$ cat config.mk
export PLATFORM = sky130hd
export DESIGN_NAME = expiring_indexed_fifo_unit
export DESIGN_NICKNAME = d
export VERILOG_FILES = /design/src/design/eif_pkg.sv /design/src/design/eif_cell.sv /design/src/design/expiring_indexed_fifo_unit.sv
export VERILOG_INCLUDE_DIRS = /design/src /design/src/design
export SDC_FILE = /design/constraint.sdc
export NUM_CORES = 2
export LEC_CHECK = 0
export ABC_AREA = 1
export ABC_CLOCK_PERIOD_IN_PS = 12000
export BUFFER_PORTS_ARGS = -buffer_cell sky130_fd_sc_hd__buf_2
export CORE_MARGIN = 4
export CORE_UTILIZATION = 35
export CTS_CLUSTER_SIZE = 16
export DETAILED_ROUTE_END_ITERATION = 8
export SYNTH_ARGS = -nofsm -noshare
export SYNTH_HDL_FRONTEND = slang
export SYNTH_SLANG_ARGS = --single-unit
$ cat constraint.sdc
create_clock -name clk -period 12 [get_ports clk]
set_clock_uncertainty 0.2 [all_clocks]
set_input_delay 2.4 -clock clk [delete_from_list [all_inputs] [get_ports clk]]
set_output_delay 2.4 -clock clk [all_outputs]
set_load 0.02 [all_outputs]
$ cat src/design/expiring_indexed_fifo_unit_assert.svh
// ---------------------------------------------------------------------------
// expiring_indexed_fifo_unit_assert.svh
// Assertion macros used by the expiring indexed FIFO unit.
// ---------------------------------------------------------------------------
`ifndef EXPIRING_INDEXED_FIFO_UNIT_ASSERT_SVH
`define EXPIRING_INDEXED_FIFO_UNIT_ASSERT_SVH

// Same-cycle implication, sampled on clk, off while rst_n is low
`define EIF_ASSERT_SAME(label, ante, cons) \
    label: assert property (@(posedge clk) disable iff (!rst_n) (ante) |-> (cons)) \
        else $error("eif assertion failed");

// Next-cycle implication, sampled on clk, off while rst_n is low
`define EIF_ASSERT_NEXT(label, ante, cons) \
    label: assert property (@(posedge clk) disable iff (!rst_n) (ante) |=> (cons)) \
        else $error("eif assertion failed");

`endif

$ cat src/design/eif_pkg.sv
// ---------------------------------------------------------------------------
// eif_pkg
// Types, sizes and codes of the expiring indexed FIFO.
// ---------------------------------------------------------------------------
`default_nettype none

package eif_pkg;

    // Storage sizes
    localparam int DEPTH        = 16;
    localparam int PAYLOAD_BITS = 32;
    localparam int SLOT_W       = (DEPTH > 1) ? $clog2(DEPTH) : 1;
    localparam int CNT_W        = $clog2(DEPTH + 1);

    // Fixed field widths
    localparam int OP_W     = 2;
    localparam int WORD_W   = 32;
    localparam int SEQ_W    = 31;
    localparam int TIME_W   = 48;
    localparam int LIFE_W   = 16;
    localparam int STATUS_W = 2;
    localparam int OCC_W    = 5;

    localparam logic [LIFE_W-1:0] LIFETIME_RESET = 16'd15000;
    localparam logic [SEQ_W-1:0]  SEQ_MAX        = '1;

    // Operation codes
    localparam logic [OP_W-1:0] OP_PUT    = 2'd0;
    localparam logic [OP_W-1:0] OP_GET    = 2'd1;
    localparam logic [OP_W-1:0] OP_PICK   = 2'd2;
    localparam logic [OP_W-1:0] OP_EXPIRE = 2'd3;

    // Status codes
    localparam logic [STATUS_W-1:0] ST_OK      = 2'd0;
    localparam logic [STATUS_W-1:0] ST_EMPTY   = 2'd1;
    localparam logic [STATUS_W-1:0] ST_FULL    = 2'd2;
    localparam logic [STATUS_W-1:0] ST_EXHAUST = 2'd3;

    typedef struct packed {
        logic [OP_W-1:0]          op;
        logic [WORD_W-1:0]        payload;
        logic signed [WORD_W-1:0] pick_index;
        logic [TIME_W-1:0]        now_ms;
    } eif_cmd_t;

    typedef struct packed {
        logic [STATUS_W-1:0] status;
        logic [WORD_W-1:0]   data_out;
        logic [SEQ_W-1:0]    entry_index;
        logic [OCC_W-1:0]    occupancy;
    } eif_result_t;

    // One stored entry
    typedef struct packed {
        logic [PAYLOAD_BITS-1:0] payload;
        logic [TIME_W-1:0]       expiry;
    } eif_entry_t;

    // Per-cell control
    typedef struct packed {
        logic shift;
        logic load;
    } eif_cell_ctrl_t;

endpackage

`default_nettype wire

$ cat src/design/eif_cell.sv
// ---------------------------------------------------------------------------
// eif_cell
// One FIFO cell: takes its upstream neighbor's entry on a shift, or a new
// entry on a load, else holds.
// ---------------------------------------------------------------------------
`default_nettype none

module eif_cell
    import eif_pkg::*;
(
    input  wire logic           clk,
    input  wire eif_cell_ctrl_t ctrl,
    input  wire eif_entry_t     upstream,
    input  wire eif_entry_t     load_data,
    output eif_entry_t          entry
);

    eif_entry_t entry_reg;

    // Shift from neighbor, load new entry, or hold
    always_ff @(posedge clk)
    begin
        if (ctrl.shift)
        begin
            entry_reg <= upstream;
        end
        else if (ctrl.load)
        begin
            entry_reg <= load_data;
        end
    end

    assign entry = entry_reg;

endmodule

`default_nettype wire

$ cat src/design/expiring_indexed_fifo_unit.sv
// ---------------------------------------------------------------------------
// expiring_indexed_fifo_unit
// Queue of message handles with sequence indexes and expiry times, held in
// a row of cells with the oldest entry in cell 0.
// ---------------------------------------------------------------------------
//  channel | signals                      | transfer
//  --------+------------------------------+----------------------------------
//  command | start, busy, cmd             | start & !busy
//  result  | result_valid, result         | one-cycle strobe, no back-pressure
//  config  | cfg_valid, cfg_ready, cfg_data | cfg_valid & cfg_ready
//
//  Put, get and pick: command registered, then executed, with the result
//  strobed in the following cycle (a new command may start then).
//  Expire drops expired head entries: the chain shifts one cell per cycle
//  while the head entry has expired.
//  Reset clears the count and sequence counter and reloads the lifetime
//  with 15000; cells are not reset.
//  The receiver cannot stall results.
// ---------------------------------------------------------------------------
`default_nettype none
`include "expiring_indexed_fifo_unit_assert.svh"

module expiring_indexed_fifo_unit
    import eif_pkg::*;
(
    input  wire logic              clk,
    input  wire logic              rst_n,
    input  wire logic              start,
    output logic                   busy,
    input  wire eif_cmd_t          cmd,
    output logic                   result_valid,
    output eif_result_t            result,
    input  wire logic              cfg_valid,
    output logic                   cfg_ready,
    input  wire logic [LIFE_W-1:0] cfg_data
);

    localparam logic [0:0] S_IDLE = 1'b0;
    localparam logic [0:0] S_EXEC = 1'b1;

    logic [0:0]        state_reg, state_next;
    eif_cmd_t          cmd_reg;
    logic [CNT_W-1:0]  count_reg, count_next;
    logic [SEQ_W-1:0]  seq_reg, seq_next;
    logic [LIFE_W-1:0] life_reg;
    logic              done_reg, done_next;
    eif_result_t       result_reg, result_next;

    eif_entry_t        cells [DEPTH];
    eif_cell_ctrl_t    ctrls [DEPTH];
    eif_entry_t        new_entry;
    logic              shift_all;
    logic              put_go;

    logic [TIME_W:0]   exp_sum;
    logic [SEQ_W-1:0]  first_idx;
    logic [SEQ_W-1:0]  last_idx;
    logic [SEQ_W-1:0]  want_idx;
    logic [SEQ_W-1:0]  pick_idx;
    logic [SEQ_W-1:0]  pick_off;
    eif_entry_t        pick_entry;

    // Cell row: cell i takes cell i+1 on a shift; last cell refills itself
    for (genvar i = 0; i < DEPTH; i++)
    begin : g_cell
        eif_entry_t up;
        if (i == DEPTH - 1)
        begin : g_last
            assign up = cells[i];
        end
        else
        begin : g_mid
            assign up = cells[i+1];
        end
        assign ctrls[i].shift = shift_all;
        assign ctrls[i].load  = put_go && (count_reg == CNT_W'(i));
        eif_cell u_cell (
            .clk       (clk),
            .ctrl      (ctrls[i]),
            .upstream  (up),
            .load_data (new_entry),
            .entry     (cells[i])
        );
    end

    // Build new entry with saturated expiry
    assign exp_sum           = {1'b0, cmd_reg.now_ms} + (TIME_W+1)'(life_reg);
    assign new_entry.payload = PAYLOAD_BITS'(cmd_reg.payload);
    assign new_entry.expiry  = exp_sum[TIME_W] ? {TIME_W{1'b1}} : exp_sum[TIME_W-1:0];

    // Index window and pick location
    assign first_idx  = seq_reg - SEQ_W'(count_reg);
    assign last_idx   = seq_reg - SEQ_W'(1);
    assign want_idx   = cmd_reg.pick_index[SEQ_W-1:0];
    assign pick_idx   = (cmd_reg.pick_index[WORD_W-1] || (want_idx < first_idx))
                        ? first_idx : want_idx;
    assign pick_off   = pick_idx - first_idx;
    assign pick_entry = cells[pick_off[SLOT_W-1:0]];

    // Execute the registered command
    always_comb
    begin
        state_next  = state_reg;
        count_next  = count_reg;
        seq_next    = seq_reg;
        done_next   = 1'b0;
        result_next = result_reg;
        shift_all   = 1'b0;
        put_go      = 1'b0;
        if (state_reg == S_EXEC)
        begin
            result_next.status      = ST_OK;
            result_next.data_out    = '0;
            result_next.entry_index = '0;
            done_next               = 1'b1;
            state_next              = S_IDLE;
            case (cmd_reg.op)
                OP_PUT:
                begin
                    if (count_reg == CNT_W'(DEPTH))
                    begin
                        result_next.status = ST_FULL;
                    end
                    else if (seq_reg == SEQ_MAX)
                    begin
                        result_next.status = ST_EXHAUST;
                    end
                    else
                    begin
                        put_go                  = 1'b1;
                        result_next.entry_index = seq_reg;
                        seq_next                = seq_reg + SEQ_W'(1);
                        count_next              = count_reg + CNT_W'(1);
                    end
                end
                OP_GET:
                begin
                    if (count_reg == '0)
                    begin
                        result_next.status = ST_EMPTY;
                    end
                    else
                    begin
                        result_next.data_out    = WORD_W'(cells[0].payload);
                        result_next.entry_index = first_idx;
                        shift_all               = 1'b1;
                        count_next              = count_reg - CNT_W'(1);
                    end
                end
                OP_PICK:
                begin
                    if (count_reg == '0)
                    begin
                        result_next.status = ST_EMPTY;
                    end
                    else if (!cmd_reg.pick_index[WORD_W-1] && (want_idx > last_idx))
                    begin
                        result_next.status = ST_EMPTY;
                    end
                    else
                    begin
                        result_next.data_out    = WORD_W'(pick_entry.payload);
                        result_next.entry_index = pick_idx;
                    end
                end
                default:
                begin
                    // Drop one expired head entry per cycle
                    if ((count_reg != '0) && (cells[0].expiry <= cmd_reg.now_ms))
                    begin
                        shift_all   = 1'b1;
                        count_next  = count_reg - CNT_W'(1);
                        done_next   = 1'b0;
                        state_next  = S_EXEC;
                    end
                end
            endcase
            result_next.occupancy = OCC_W'(count_next);
        end
        else if (start)
        begin
            state_next = S_EXEC;
        end
    end

    // Control registers
    always_ff @(posedge clk or negedge rst_n)
    begin
        if (!rst_n)
        begin
            state_reg <= S_IDLE;
            count_reg <= '0;
            seq_reg   <= '0;
            life_reg  <= LIFETIME_RESET;
            done_reg  <= 1'b0;
        end
        else
        begin
            state_reg <= state_next;
            count_reg <= count_next;
            seq_reg   <= seq_next;
            done_reg  <= done_next;
            if (cfg_valid && cfg_ready)
            begin
                life_reg <= cfg_data;
            end
        end
    end

    // Capture command and result payload
    always_ff @(posedge clk)
    begin
        if (start && !busy)
        begin
            cmd_reg <= cmd;
        end
        result_reg <= result_next;
    end

    assign busy         = (state_reg != S_IDLE);
    assign cfg_ready    = !busy;
    assign result_valid = done_reg;
    assign result       = result_reg;

    `EIF_ASSERT_SAME(a_count_bound, 1'b1, count_reg <= CNT_W'(DEPTH))
    `EIF_ASSERT_SAME(a_strobe_idle, result_valid, !busy)
    `EIF_ASSERT_NEXT(a_start_busy, start && !busy, busy)
    `EIF_ASSERT_NEXT(a_strobe_once, result_valid, !result_valid)

endmodule

`default_nettype wire
==> flow_summary.ini <==
[clocking]
clockRootBuffer = clkbuf_16
cts_buffers = 168
htree_levels = 4
clock_latency_ns = 0.80
clk_path_buf_depth = 3
ctsHoldBuffers = 0
ctsResizeCount = 0
post-cts-setup-buffers = 0
path_clk_slew_ns = 0.06
cts_tree = yes
numClockSinks = 1518

[synth]
synth_top_area_frac = 0.623
synth-edff-count = 1464
synth_simple_gate_area_share = 0.181
ys_ff_latch = 1518
ys_seq_area_frac = 0.642
yosys-top-cells-area = edfxtp_1 62%, nand2_1 13%, o21ai_0 3.6%, a21oi_1 3.2%, ha_1 2.6%
netlist_area_mm2 = 0.0706
avgSynthCellArea_um2 = 10.3
synth_compound_area_frac = 0.0812
yosysWarnings = 0
synth_top_family_by_area = simple AND/OR/NAND/NOR gates
synthMuxAreaShare = 0.00239
synthFlopType = edfxtp_1
netlist-cell-type-count = 60
async_reset_ff_frac = 0.0356
synth_top_area_cell = edfxtp_1
synthAdderAreaFrac = 0.0267
syn-num-nets = 7136
synth_xor_xnor_area_share = 0.0127
synthCells = 6853

[routing]
antenna_left = 0
drtIter0Drc = 5812
dr.pass1.iters = 6
routedWlPerCell_um = 20.8
vias = 50000
wirelength_mm = 202
viasPerCell = 5.16
drc = 0

[status]
status = finished clean

[worst_setup_path]
ff2ff_setup_slack_ns = 3.32
max_stage_delay_ns = 0.85
crit_top_cell = nand2_1
reg2regPathDepth = 37
critPathSlowestCell = buf_4
cp_max_fo = 69
crit_path_end_kind = flop
crit_required_ns = 12.29
cp.arrival_ns = 8.97
start_kind = flop
r2r-start = seq_reg[0]
worstSetupStartpoint = seq_reg[0]
crit_type = reg -> reg
worstReg2RegEnd = result[40]

[sta]
max_freq_mhz = 115
fin_crit_sh = 0.724
relSlewSlack = 0.129
hold_viol = 0
rsz0062_at_grt = false
tightest_slew_ns = 1.29
fin_setup_tns_ns = 0
finalSetupViolations = 0
slew_viol_final = 0
min_period_ns = 8.68

[hold_path]
hp-class = reg -> reg
min_to = g_cell[15].u_cell.entry[56]
hp-start = cmd_reg[88]
whs_path_depth = 0

[place]
placement.io_buffers = 206
dp.final_hpwl_mm = 117
globalplace.congestion = 0.925

[grt]
antenna_found_initial = 3
grtUsageTotal = 0.188
gr-total-overflow = 0
grt_pass1_vias = 47800
grt_pass1_wl_mm = 305
grt_start_max_net_pins = 228

[layout]
finalNetCount = 7182
n_antenna_cell = 0
final_cell_mix = 2438 x nand2_1, 1464 x edfxtp_1, 488 x o21ai_0
drive_gt1_frac = 0.0992
final_common_cell = nand2_1
largest_reg_flops = 1280
area_delta_synth_final_pct = 12.0

[floorplan]
die_h_um = 457
die_w_um = 457
rows = 164
initial_core_util = 0.353
io_pins = 207
core_area_mm2 = 0.200
die-area_mm2 = 0.209

[job]
maxCapViolations = 0
worst max-delay path by stage:
stage | slack, ns | to
final | 3.32 | result[40]
after global routing | 2.71 | result[40]
after CTS | 3.49 | result[40]
after detailed placement | 3.51 | result[54]
after global placement | 3.66 | result[39]
after floorplan | 2.71 | g_cell[12].u_cell.entry[0]
worst max-delay path: cells and delay by family (launching register included):
family	cells	cell delay, ns
DFF	1	0.39
xor gates and xnor gates	1	0.26
AOI/OAI and AO/OA	6	0.67
adders and majority gates	5	1.65
buffers and inverters	8	2.85
and+or+nand+nor	17	2.16
cell families (layout without fill, tap and decap cells):
group / after synthesis / in the layout
fa+ha+maj: 149 / 149
mux: 15 / 15
flops: 1518 / 1518
xor+xnor: 102 / 102
compound gates: 1090 / 1090
simple gates: 3123 / 3123
buf+inv: 856 / 1041
metal layers:
layer	up-vias	GRT usage	wire [µm]
met4	0	0.0545	5650
met5	-	0	0
met2	1922	0.301	93100
met1	24400	0.266	89500
li1	23300	-	-
met3	352	0.0279	13400
stage by stage:
step	setup WS (ns)	cells	utilization	area [µm²]	hold slack [ns]
2_1_floorplan	2.71	6853	-	70600	0.227
4_1_cts	3.49	9694	0.395	79100	0.257
3_5_place_dp	3.51	9385	0.368	73700	0.239
5_1_grt	2.71	9694	0.395	79100	0.264
6_report	3.32	9694	0.395	79100	0.257
3_3_place_gp	3.66	9385	0.368	73700	0.244
cell type report:
class | count | area (µm²)
clock buffer | 203 | 4460
tap | 2656 | 3320
multi-input combinational | 4479 | 21700
sequential | 1518 | 45300
timing repair buffer | 268 | 1590
fill | 19500 | 121000
clock inverter | 106 | 921
inverter | 464 | 1760
cell usage after synthesis (4+ instances only):
master / number
or2_4: 10
buf_4: 34
o21ai_0: 502
dfrtp_1: 47
buf_1: 18
nor2_2: 4
nand2_4: 19
nor4_1: 13
clkbuf_1: 129
xnor2_1: 11
nand3_2: 4
xor2_1: 91
nand3_1: 231
inv_2: 5
nand2_2: 52
nor3_1: 49
o21a_1: 6
or2_2: 24
o2111ai_1: 4
nand4_1: 33
dfstp_2: 7
mux2_2: 15
and2_1: 6
edfxtp_1: 1464
buf_6: 24
a22oi_1: 32
inv_1: 456
o211ai_1: 10
nor2_1: 222
ha_1: 146
a31oi_1: 27
a21oi_1: 451
buf_2: 180
nand2_1: 2440
o22ai_1: 39
buf_8: 4
Power is left out: the tool's default activity adds up to more than one toggle a clock period on the data nets, which glitch-free logic cannot reach.
